$ cat src/sv/rde_pkg.sv
// ----------------------------------------------------------------------------
// rde_pkg
// Shared constants, microcode word layout and helpers for the radix digit
// emitter.
// ----------------------------------------------------------------------------
package rde_pkg;

  localparam int VALUE_WIDTH = 64;
  localparam int MAX_DIGITS  = 64;
  localparam int MAX_RADIX   = 16;

  localparam int DATA_W  = 64;
  localparam int CHAR_W  = 8;
  localparam int DIGIT_W = 4;
  localparam int RADIX_W = 5;

  localparam int CHUNKS = (VALUE_WIDTH + 7) / 8;
  localparam int QW     = CHUNKS * 8;
  localparam int CH_W   = (CHUNKS > 1) ? $clog2(CHUNKS) : 1;
  localparam int CNT_W  = $clog2(MAX_DIGITS + 1);
  localparam int AW     = $clog2(MAX_DIGITS);

  localparam int CFG_IDX_W = 2;
  localparam int CFG_W     = 64;

  localparam logic [CFG_IDX_W-1:0] CFG_RADIX    = 2'd0;
  localparam logic [CFG_IDX_W-1:0] CFG_CHARS_LO = 2'd1;
  localparam logic [CFG_IDX_W-1:0] CFG_CHARS_HI = 2'd2;

  localparam logic [RADIX_W-1:0] RADIX_RST    = 5'd10;
  localparam logic [CFG_W-1:0]   CHARS_LO_RST = 64'h3736_3534_3332_3130;
  localparam logic [CFG_W-1:0]   CHARS_HI_RST = 64'h6665_6463_6261_3938;

  localparam int STEP_W = 3;

  localparam logic [1:0] COND_ALWAYS      = 2'd0;
  localparam logic [1:0] COND_CHUNK_MORE  = 2'd1;
  localparam logic [1:0] COND_MORE_DIGITS = 2'd2;
  localparam logic [1:0] COND_NOT_LAST    = 2'd3;

  typedef struct packed {
    logic              wait_in;
    logic              wait_out;
    logic              load;
    logic              div;
    logic              push;
    logic              rd;
    logic              emit;
    logic [1:0]        cond;
    logic [STEP_W-1:0] tgt_t;
    logic [STEP_W-1:0] tgt_f;
  } uword_t;

  typedef struct packed {
    logic load;
    logic div;
    logic push;
    logic rd;
    logic emit;
  } act_t;

  typedef struct packed {
    logic chunk_last;
    logic more_digits;
    logic pos_zero;
  } stat_t;

  function automatic logic [RADIX_W-1:0] eff_radix(input logic [RADIX_W-1:0] r);
    logic [RADIX_W-1:0] res;
    res = r;
    if (r < RADIX_W'(2)) res = RADIX_W'(2);
    else if (r > RADIX_W'(MAX_RADIX)) res = RADIX_W'(MAX_RADIX);
    return res;
  endfunction

  function automatic logic [CHAR_W-1:0] digit_char_of(input logic [DIGIT_W-1:0] d,
                                                      input logic [CFG_W-1:0] lo,
                                                      input logic [CFG_W-1:0] hi);
    logic [CFG_W-1:0] word;
    word = d[3] ? hi : lo;
    return word[d[2:0]*8 +: 8];
  endfunction

endpackage

$ cat src/sv/rde_seq.sv
// ----------------------------------------------------------------------------
// rde_seq
// Microcode sequencer: step counter, control ROM and conditional jumps.
// ----------------------------------------------------------------------------
module rde_seq (
  input  logic           clk,
  input  logic           rst,
  input  logic           s_tvalid,
  input  logic           out_free,
  input  rde_pkg::stat_t stat,
  output logic           s_tready,
  output rde_pkg::act_t  act
);
  import rde_pkg::*;

  localparam logic [STEP_W-1:0] S_IDLE = 3'd0;
  localparam logic [STEP_W-1:0] S_DIV  = 3'd1;
  localparam logic [STEP_W-1:0] S_PUSH = 3'd2;
  localparam logic [STEP_W-1:0] S_RD   = 3'd3;
  localparam logic [STEP_W-1:0] S_EMIT = 3'd4;

  function automatic uword_t ucode(input logic [STEP_W-1:0] s);
    uword_t w;
    w = '0;
    unique case (s)
      S_IDLE: begin
        w.wait_in = 1'b1; w.load = 1'b1;
        w.cond = COND_ALWAYS; w.tgt_t = S_DIV; w.tgt_f = S_DIV;
      end
      S_DIV: begin
        w.div = 1'b1;
        w.cond = COND_CHUNK_MORE; w.tgt_t = S_DIV; w.tgt_f = S_PUSH;
      end
      S_PUSH: begin
        w.push = 1'b1;
        w.cond = COND_MORE_DIGITS; w.tgt_t = S_DIV; w.tgt_f = S_RD;
      end
      S_RD: begin
        w.rd = 1'b1;
        w.cond = COND_ALWAYS; w.tgt_t = S_EMIT; w.tgt_f = S_EMIT;
      end
      S_EMIT: begin
        w.wait_out = 1'b1; w.emit = 1'b1;
        w.cond = COND_NOT_LAST; w.tgt_t = S_RD; w.tgt_f = S_IDLE;
      end
      default: begin
        w.cond = COND_ALWAYS; w.tgt_t = S_IDLE; w.tgt_f = S_IDLE;
      end
    endcase
    return w;
  endfunction

  logic [STEP_W-1:0] step;
  logic [STEP_W-1:0] step_next;
  uword_t            uw;
  logic              go;
  logic              taken;

  assign uw       = ucode(step);
  assign s_tready = uw.wait_in;
  assign go       = !(uw.wait_in && !s_tvalid) && !(uw.wait_out && !out_free);

  always_comb begin
    unique case (uw.cond)
      COND_ALWAYS:      taken = 1'b1;
      COND_CHUNK_MORE:  taken = !stat.chunk_last;
      COND_MORE_DIGITS: taken = stat.more_digits;
      COND_NOT_LAST:    taken = !stat.pos_zero;
      default:          taken = 1'b1;
    endcase
  end

  assign step_next = !go ? step : (taken ? uw.tgt_t : uw.tgt_f);

  assign act.load = go && uw.load;
  assign act.div  = go && uw.div;
  assign act.push = go && uw.push;
  assign act.rd   = go && uw.rd;
  assign act.emit = go && uw.emit;

  always_ff @(posedge clk) begin
    if (rst) begin
      step <= S_IDLE;
    end else begin
      step <= step_next;
    end
  end

endmodule

$ cat src/sv/rde_datapath.sv
// ----------------------------------------------------------------------------
// rde_datapath
// Quotient register with an 8-bit-per-cycle radix divider, digit stack
// memory and digit counters.
// ----------------------------------------------------------------------------
module rde_datapath (
  input  logic                          clk,
  input  logic                          rst,
  input  rde_pkg::act_t                 act,
  input  logic [rde_pkg::DATA_W-1:0]    value,
  input  logic [rde_pkg::RADIX_W-1:0]   radix_eff,
  output rde_pkg::stat_t                stat,
  output logic [rde_pkg::DIGIT_W-1:0]   rd_digit
);
  import rde_pkg::*;

  logic [QW-1:0]      q;
  logic [DIGIT_W-1:0] rem;
  logic [CH_W-1:0]    chunk;
  logic [CNT_W-1:0]   count;
  logic [CNT_W-1:0]   pos;
  logic [CNT_W-1:0]   pos_dec;
  logic [DIGIT_W-1:0] stack [MAX_DIGITS];

  logic [7:0]         top;
  logic [7:0]         qbits;
  logic [DIGIT_W-1:0] rem_next;
  logic [RADIX_W-1:0] t;

  assign top     = q[QW-1 -: 8];
  assign pos_dec = pos - CNT_W'(1);

  always_comb begin
    t        = '0;
    qbits    = '0;
    rem_next = rem;
    for (int i = 7; i >= 0; i--) begin
      t = {rem_next, top[i]};
      if (t >= radix_eff) begin
        qbits[i] = 1'b1;
        rem_next = DIGIT_W'(t - radix_eff);
      end else begin
        rem_next = t[DIGIT_W-1:0];
      end
    end
  end

  assign stat.chunk_last  = (chunk == CH_W'(CHUNKS - 1));
  assign stat.more_digits = (q != '0) && (count != CNT_W'(MAX_DIGITS - 1));
  assign stat.pos_zero    = (pos == '0);

  always_ff @(posedge clk) begin
    if (act.load) begin
      q   <= QW'(value[VALUE_WIDTH-1:0]);
      rem <= '0;
    end else if (act.div) begin
      q   <= (q << 8) | QW'(qbits);
      rem <= rem_next;
    end else if (act.push) begin
      rem <= '0;
    end
  end

  always_ff @(posedge clk) begin
    if (rst) begin
      chunk <= '0;
      count <= '0;
      pos   <= '0;
    end else begin
      if (act.load) begin
        chunk <= '0;
        count <= '0;
      end else if (act.div) begin
        chunk <= stat.chunk_last ? '0 : chunk + CH_W'(1);
      end else if (act.push) begin
        chunk <= '0;
        count <= count + CNT_W'(1);
        pos   <= count + CNT_W'(1);
      end else if (act.rd) begin
        pos <= pos_dec;
      end
    end
  end

  always_ff @(posedge clk) begin
    if (act.push) begin
      stack[count[AW-1:0]] <= rem;
    end
    if (act.rd) begin
      rd_digit <= stack[pos_dec[AW-1:0]];
    end
  end

endmodule

$ cat src/sv/radix_digit_emitter.sv
// ----------------------------------------------------------------------------
// radix_digit_emitter
// Converts an unsigned value to its digit characters in a configured radix,
// most significant digit first, last digit flagged.
//
//   Channel  Dir  Signals                       Content
//   s_*      in   tvalid tready tdata[63:0]     value
//   m_*      out  tvalid tready tdata[7:0] tlast digit_char, last_digit
//   cfg_*    in   we index[1:0] wdata[63:0]     radix, char table low/high
//
// A value is accepted, then each digit is divided out (8 quotient bits per
// cycle through one compare/subtract chain) and pushed on the digit stack,
// which is then replayed. Reset is synchronous; no clearing pass. A stalled
// output holds the sequencer in its emit step; the next value is taken while
// the final digit still waits in the output register.
// ----------------------------------------------------------------------------
module radix_digit_emitter (
  input  logic                              clk,
  input  logic                              rst,
  input  logic                              s_tvalid,
  output logic                              s_tready,
  input  logic [rde_pkg::DATA_W-1:0]        s_tdata,   // [63:0] value
  output logic                              m_tvalid,
  input  logic                              m_tready,
  output logic [rde_pkg::CHAR_W-1:0]        m_tdata,   // [7:0] digit_char
  output logic                              m_tlast,
  input  logic                              cfg_we,
  input  logic [rde_pkg::CFG_IDX_W-1:0]     cfg_index,
  input  logic [rde_pkg::CFG_W-1:0]         cfg_wdata
);
  import rde_pkg::*;

  logic [RADIX_W-1:0] radix;
  logic [CFG_W-1:0]   chars_lo;
  logic [CFG_W-1:0]   chars_hi;
  logic [RADIX_W-1:0] radix_eff;
  logic               out_free;
  act_t               act;
  stat_t              stat;
  logic [DIGIT_W-1:0] rd_digit;

  always_ff @(posedge clk) begin
    if (rst) begin
      radix    <= RADIX_RST;
      chars_lo <= CHARS_LO_RST;
      chars_hi <= CHARS_HI_RST;
    end else if (cfg_we) begin
      unique case (cfg_index)
        CFG_RADIX:    radix    <= cfg_wdata[RADIX_W-1:0];
        CFG_CHARS_LO: chars_lo <= cfg_wdata;
        CFG_CHARS_HI: chars_hi <= cfg_wdata;
        default: ;
      endcase
    end
  end

  assign radix_eff = eff_radix(radix);
  assign out_free  = !m_tvalid || m_tready;

  rde_seq u_seq (
    .clk      (clk),
    .rst      (rst),
    .s_tvalid (s_tvalid),
    .out_free (out_free),
    .stat     (stat),
    .s_tready (s_tready),
    .act      (act)
  );

  rde_datapath u_dp (
    .clk       (clk),
    .rst       (rst),
    .act       (act),
    .value     (s_tdata),
    .radix_eff (radix_eff),
    .stat      (stat),
    .rd_digit  (rd_digit)
  );

  always_ff @(posedge clk) begin
    if (rst) begin
      m_tvalid <= 1'b0;
    end else if (act.emit) begin
      m_tvalid <= 1'b1;
    end else if (m_tready) begin
      m_tvalid <= 1'b0;
    end
  end

  always_ff @(posedge clk) begin
    if (act.emit) begin
      m_tdata <= digit_char_of(rd_digit, chars_lo, chars_hi);
      m_tlast <= stat.pos_zero;
    end
  end

  // one value in flight at a time
  a_single_item: assert property (@(posedge clk) disable iff (rst)
    (s_tvalid && s_tready) |=> !s_tready)
    else $error("second value accepted during conversion");

  // stack replay never reads below the bottom entry
  a_rd_bounds: assert property (@(posedge clk) disable iff (rst)
    act.rd |-> !stat.pos_zero)
    else $error("digit stack read past bottom");

  // final digit returns the sequencer to accept a new value
  a_last_idle: assert property (@(posedge clk) disable iff (rst)
    (act.emit && stat.pos_zero) |=> s_tready)
    else $error("sequencer not idle after final digit");

  // digits are only emitted when the output slot can take them
  a_emit_free: assert property (@(posedge clk) disable iff (rst)
    act.emit |-> out_free)
    else $error("digit emitted into occupied output register");

endmodule
$ cat config.mk
export PLATFORM = sky130hd
export DESIGN_NAME = radix_digit_emitter
export DESIGN_NICKNAME = d
export VERILOG_FILES = /design/src/sv/rde_pkg.sv /design/src/sv/rde_seq.sv /design/src/sv/rde_datapath.sv /design/src/sv/radix_digit_emitter.sv
export SDC_FILE = /design/constraint.sdc
export NUM_CORES = 1
export LEC_CHECK = 0
export ABC_AREA = 1
export BUFFER_PORTS_ARGS = -buffer_cell sky130_fd_sc_hd__buf_4
export CAP_MARGIN = 20
export CORE_ASPECT_RATIO = 2
export CORE_MARGIN = 1
export CORE_UTILIZATION = 60
export DETAILED_ROUTE_END_ITERATION = 8
export GPL_TIMING_DRIVEN = 0
export HOLD_SLACK_MARGIN = 0.1
export PLACE_DENSITY = 0.79
export SLEW_MARGIN = 40
export SYNTH_ARGS = -nofsm -noshare
export SYNTH_HDL_FRONTEND = slang
export SYNTH_SLANG_ARGS = --single-unit
export TNS_END_PERCENT = 1
$ cat constraint.sdc
create_clock -name clk -period 24.8 [get_ports clk]
set_input_delay 2.48 -clock clk [delete_from_list [all_inputs] [get_ports clk]]
set_output_delay 2.48 -clock clk [all_outputs]
set_load 0.005 [all_outputs]
# == After elaboration in Yosys (flattened, before gate mapping) ==
# Memory sizes are Yosys's and may differ from the RTL's. A register that Yosys moved wholly into a read port is not among the register bits.
# Cells that the tools add are included.
# op_classes
n_addsub,11
bitwise_logic,3
reduce_logical,32
order_cmp,10
mux,40
shifts,1
n_eq_ne,11
# op_table
operator,count
64-bit 2-to-1 mux,3
64-bit by 8-bit bitwise OR with 64-bit output,1
64-bit nonzero test,1
64-bit by 7-bit variable part select with 8-bit output,1
5-bit >= comparator,8
4-bit 2-to-1 mux,10
8-bit case mux with 5 select lines,1
4-bit subtractor,8
1-bit 2-to-1 mux,17
7-bit 2-to-1 mux,2
3-bit 2-to-1 mux,4
5-bit 2-to-1 mux,2
1-bit logical AND,9
2-bit AND reduction,4
2-bit nonzero test,4
7-bit by 1-bit adder with 7-bit output (second input constant),1
1-bit logical NOT,7
7-bit logical NOT,1
7-bit by 6-bit != test with 1-bit output (second input constant),1
7-bit by 1-bit subtractor with 7-bit output (second input constant),1
2-bit == test (second input constant),3
3-bit by 2-bit == test with 1-bit output (second input constant),2
3-bit == test (second input constant),2
5-bit > comparator (second input constant),1
other kinds (11),14
# totals
mem_bits_rw,256
inputBits,135
out_inout_bits,11
mem_count,1
regBits,231
elab_cells,121
# mem_list
memory,depth,width,read_ports,rd_ports_with_merged_regs,write_ports,line,rtl
u_dp.stack,64,4,1,1,1,rde_datapath.sv:23,logic [DIGIT_W-1:0] stack [MAX_DIGITS];

# == Depth between registers and ports, before layout ==
# depth
depth_word,22
ltp_mapped,72
mapped_depth_nobuf,72

# == By module ==
# From an unflattened synthesis, not the netlist that was laid out.
# unflattened
hier_cells,2435
area_unflattened_um2,22803.1
# modules_own_cells
module,seq_area_each_um2,cells_each,area_each_um2,instances
rde_datapath,10149.7,1517,16253.1,1
radix_digit_emitter,2952.8,879,6323.6,1
rde_seq,60.1,39,226.5,1

# == Least setup slack after synthesis ==
# No wires, ideal clock.
# synth_path
path_kind,flip-flop to flip-flop
startpoint,register u_dp.rem[1]
endpoint,register u_dp.q[0] (data pin)
path_slack_ns,14.788
arrival_time_ns,9.745
period_less_slack_ns,10.012
required_time_ns,24.533
path_stages_with_launch,61
setup_time_ns,0.267
path_buffers,0
cell_sequence,dfxtp_1 -> ha_1 -> a21o_1 -> a21boi_2 -> nand3_1 -> o21ai_0 -> inv_1 -> ha_1 -> nand2_1 -> inv_1 -> a21boi_1 -> nand3_1 -> inv_2 -> o21ai_2 -> ha_1 -> nand2_1 -> inv_1 -> nand4_1 -> [... 25 more ...] -> nor2_1 -> or2_2 -> and2_1 -> ha_1 -> nand2_1 -> inv_1 -> nand3_1 -> nand3_1 -> nor2_2 -> or2_2 -> nand2_1 -> ha_1 -> a21oi_1 -> o21ai_0 -> nand2_1 -> nand3_1 -> a21oi_1 -> o21ai_0
# synth_via
elab_chain_len,19
word_cells_on_any_way,26
cone_classes,add/sub: 7; order compare: 8; mux: 10; bitwise: 1
# synth_rtl
item,line,rtl
start: declaration,rde_datapath.sv:18,logic [DIGIT_W-1:0] rem;
start signal: assignment,rde_datapath.sv:58,rem <= rem_next;
4-bit subtractor or 5-bit >= comparator (tied branches),"rde_datapath.sv:41, rde_datapath.sv:39",
4-bit 2-to-1 mux (*),rde_datapath.sv:39,if (t >= radix_eff) begin
4-bit subtractor or 5-bit >= comparator (tied branches),"rde_datapath.sv:41, rde_datapath.sv:39",
4-bit 2-to-1 mux (*),rde_datapath.sv:39,
5-bit >= comparator or 4-bit subtractor (tied branches),"rde_datapath.sv:39, rde_datapath.sv:41",
4-bit 2-to-1 mux (*),rde_datapath.sv:39,
4-bit subtractor or 5-bit >= comparator (tied branches),"rde_datapath.sv:41, rde_datapath.sv:39",
4-bit 2-to-1 mux (*),rde_datapath.sv:39,
[... 3 more ...],-,
4-bit 2-to-1 mux (*),rde_datapath.sv:39,
5-bit >= comparator or 4-bit subtractor (tied branches),"rde_datapath.sv:39, rde_datapath.sv:41",
4-bit 2-to-1 mux (*),rde_datapath.sv:39,
5-bit >= comparator (*),rde_datapath.sv:39,
1-bit 2-to-1 mux (*),rde_datapath.sv:39,
64-bit by 8-bit bitwise OR with 64-bit output (*),rde_datapath.sv:57,q <= (q << 8) | QW'(qbits);
64-bit 2-to-1 mux (*),rde_datapath.sv:56,end else if (act.div) begin
64-bit 2-to-1 mux (*),rde_datapath.sv:53,if (act.load) begin
end signal: assignment,rde_datapath.sv:54,q <= QW'(value[VALUE_WIDTH-1:0]);
end signal: assignment,rde_datapath.sv:57,
end: declaration,rde_datapath.sv:17,logic [QW-1:0] q;
# Mark *: on every way between the ends. The rest lies on a longest branch, timed or not. The select of a mux whose other input is x is not followed.
# A chain may end at the register's enable or synchronous reset.

# == Final worst setup path ==
# layout_path
startpoint,register radix[4]
endpoint,register u_dp.q[0] (data pin)
# layout_via
elab_chain_len,22
word_cells_on_any_way,30
cone_classes,add/sub: 7; order compare: 10; mux: 12; bitwise: 1
# layout_rtl
item,line,rtl
start: declaration,radix_digit_emitter.sv:33,logic [RADIX_W-1:0] radix;
start signal: assignment,radix_digit_emitter.sv:49,CFG_RADIX: radix <= cfg_wdata[RADIX_W-1:0];
5-bit > comparator,rde_pkg.sv:72,else if (r > RADIX_W'(MAX_RADIX)) res = RADIX_W'(MAX_RADIX);
5-bit 2-to-1 mux,rde_pkg.sv:72,
5-bit 2-to-1 mux (*),rde_pkg.sv:71,if (r < RADIX_W'(2)) res = RADIX_W'(2);
4-bit subtractor or 5-bit >= comparator (tied branches),"rde_datapath.sv:41, rde_datapath.sv:39",
4-bit 2-to-1 mux,rde_datapath.sv:39,
4-bit subtractor or 5-bit >= comparator (tied branches),"rde_datapath.sv:41, rde_datapath.sv:39",
4-bit 2-to-1 mux,rde_datapath.sv:39,
4-bit subtractor or 5-bit >= comparator (tied branches),"rde_datapath.sv:41, rde_datapath.sv:39",
[... 6 more ...],-,
4-bit 2-to-1 mux,rde_datapath.sv:39,
4-bit subtractor or 5-bit >= comparator (tied branches),"rde_datapath.sv:41, rde_datapath.sv:39",
4-bit 2-to-1 mux,rde_datapath.sv:39,
5-bit >= comparator (*),rde_datapath.sv:39,
1-bit 2-to-1 mux (*),rde_datapath.sv:39,
64-bit by 8-bit bitwise OR with 64-bit output (*),rde_datapath.sv:57,
64-bit 2-to-1 mux (*),rde_datapath.sv:56,
64-bit 2-to-1 mux (*),rde_datapath.sv:53,
# Marked as above.

==> flow_summary_export.csv <==
group,metric,value,unit
detailed_routing,route.detailed.drc,0,
detailed_routing,post_drt_wl_per_cell,26.7,µm
clock_tree,cts_buffer_depth,3,
yosys,synth_enable_flop_cells,333,
yosys,async_flop_share,0,
yosys,yosys_warnings,0,
timing,fmax,77.3,MHz
yosys,synth_cell_type_count,49,
clock_tree,holdBufCountCts,0,
timing,period_share,0.522,
setup_path,path_depth,65,
floorplan,die_w,139,µm
setup_path,reg2regPathDepth,65,
setup_path,path_class,"flop to flop",
timing,clock-skew-final,0.0234,ns
clock_tree,numCtsBuffers,42,
yosys,synth_seq_cells,491,
min_path,hold_depth,2,
placed_design,routabilityCongestion,1.01,
timing,slew_violations,0,
floorplan,die_y,277,µm
timing,slew_headroom,0.366,
placed_design,port_buffers,144,
setup_path,cp-start-kind,"flop",
timing,final.setup.tns,0,ns
clock_tree,clk_latency,0.59,ns
floorplan,row_count,100,
setup_path,crit_fanout,13,
yosys,yosys.area.top_type,"edfxtp_1",
setup_path,cpPeakStageDelay,0.64,ns
layout,syn_to_final_growth,14.8,%
grt,grt_max_degree,52,
floorplan,dieArea,38600,µm²
outcome,outcome,"complete, no violations",
timing,final_hold_viol_count,0,
yosys,synth_area_leaders,"edfxtp_1 (44%), dfxtp_1 (14%), o21ai_0 (7.0%), nor2_1 (5.3%), nand2_1 (5.2%)",
detailed_routing,ant_nets,0,
grt,gr-usage-all-layers,0.426,
timing,fin_crit,12.94,ns
setup_path,path_delay_family,"simple AND/OR/NAND/NOR gates",
detailed_routing,drtIter0Drc,1994,
yosys,synth_flop_cell,"edfxtp_1",
grt,antenna_found_initial,2,
layout,finalNetCount,2739,
clock_tree,cts.sinks,491,
setup_path,cp-end-kind,"flop",
yosys,syn-cell-area,22700,µm²
grt,gr-total-overflow,0,
yosys,synthesis.area_per_instance,9.62,µm²
placed_design,hpwl,60.3,mm
setup_path,cpMostUsedCell,"nand2_1",
grt,grt_pass1_vias,19400,
yosys,synth_most_common_cell,"edfxtp_1",
detailed_routing,vias,19200,
setup_path,crit_buf_inv,12,
setup_path,slowest_stage,"a21oi_1",
yosys,synth_top_area_share,0.441,
clock_tree,path_clk_slew,0.07,ns
yosys,ys_seq_area_frac,0.581,
min_path,hp-class,"flop to flop",
clock_tree,cts_tree,"yes",
floorplan,io_pins,146,
floorplan,start_util,0.610,
timing,worstMarginPinSlew,0.952,ns
detailed_routing,drt-total-wl,81.5,mm
yosys,synth_commonest_cells,"edfxtp_1 (333), o21ai_0 (319), nor2_1 (317)",
grt,grt_first_pass_wirelength,118,mm
setup_path,required,25.07,ns
detailed_routing,vias_per_cell,6.30,
flow_run,drv_cap,0,
clock_tree,post_cts_buffers,0,
clock_tree,cts_resized,0,
clock_tree,htreeDepth,2,
setup_path,arrival,13.21,ns
timing,rsz0062_at_grt,"false",
floorplan,coreArea,37200,µm²
timing,finalSetupViolCount,0,
detailed_routing,first_pass_iters,6,
yosys,synth_nets,2543,
yosys,synth_cells,2355,
clock_tree,clockRootBuffer,"clkbuf_16",
layout,drive_gt1_frac,0.131,
[worst register-to-register path, delay by kind of cell (launching register included)]
kind | cells | cell delay (ns)
AO/OA/AOI/OAI | 9 | 2.32
adder cells (fa/ha/maj) | 8 | 2.67
buffers and inverters | 12 | 1.56
AND/OR/NAND/NOR | 36 | 5.77
flip-flops | 1 | 0.32
[sequential cells by signal (all words and copies together), names as in the netlist]
| name | flops |
|---|---|
| u_dp.chunk | 3 |
| u_seq.step | 3 |
| u_dp.q | 64 |
| chars_lo | 64 |
| radix | 5 |
| m_tlast | 1 |
| u_dp.count | 7 |
| u_dp.rd_digit | 4 |
| chars_hi | 64 |
| u_dp.pos | 7 |
| u_dp.stack | 256 |
| u_dp.rem | 4 |
| m_tdata | 8 |
| m_tvalid | 1 |
[layout by cell type, fill, tap and decap left out, drive strengths merged, types with 16 or more instances in the layout]
cell    count
nor2      321
nand3     138
o22ai      18
nand2     318
a21oi     112
o21ai     335
clkbuf    136
inv       211
dfxtp     158
edfxtp    333
nand4      39
o221ai     33
o211ai     74
mux2i      16
buf       203
ha         45
[final timing paths]
path / startpoint / to / slack (ns)
min reg2reg: chars_hi[28] / chars_hi[28] / 0.45
max reg2reg: radix[4] / u_dp.q[0] / 11.86
min: chars_hi[28] / chars_hi[28] / 0.45
max: radix[4] / u_dp.q[0] / 11.86
[metal layers]
metal / wire (µm) / track usage / vias to the layer above
met5: 0 / 0 / -
met4: 10200 / 0.469 / 0
met3: 5790 / 0.0738 / 440
met2: 42200 / 0.768 / 1177
met1: 23400 / 0.374 / 8988
li1: - / - / 8600
[final cells by class]
cell class                 count  area (µm²)
sequential                   491       13200
fill                        2820       11200
multi-input combinational   1523        8060
clock buffer                  54        1210
timing repair buffer         152        1210
inverter                     208         786
buffer                       133         667
tap                          459         574
clock inverter                24         300
antenna                        3        7.51
[cell families after synthesis]
kind of cell               count (synthesis)  synth area share
buffers and inverters                    341            0.0640
muxes                                     16           0.00707
xor gates and xnor gates                  21            0.0104
AOI/OAI and AO/OA                        588             0.149
DFF                                      491             0.581
adders and majority gates                 53            0.0319
and+or+nand+nor                          845             0.157
[per-stage QoR]
stage,worst slack [ns],std cells,hold slack [ns],utilization,area [µm²]
final,11.86,3047,0.454,0.700,26000
after global routing,11.20,3046,0.474,0.699,26000
after CTS,12.15,3043,0.454,0.699,26000
after detailed placement,12.22,2965,0.440,0.658,24500
after global placement,11.66,2958,0.432,0.654,24300
after floorplan,14.79,2355,0.424,-,22700
Power is not shown: default switching activity piles up to over one toggle a cycle in this logic, so the estimate is an artifact.
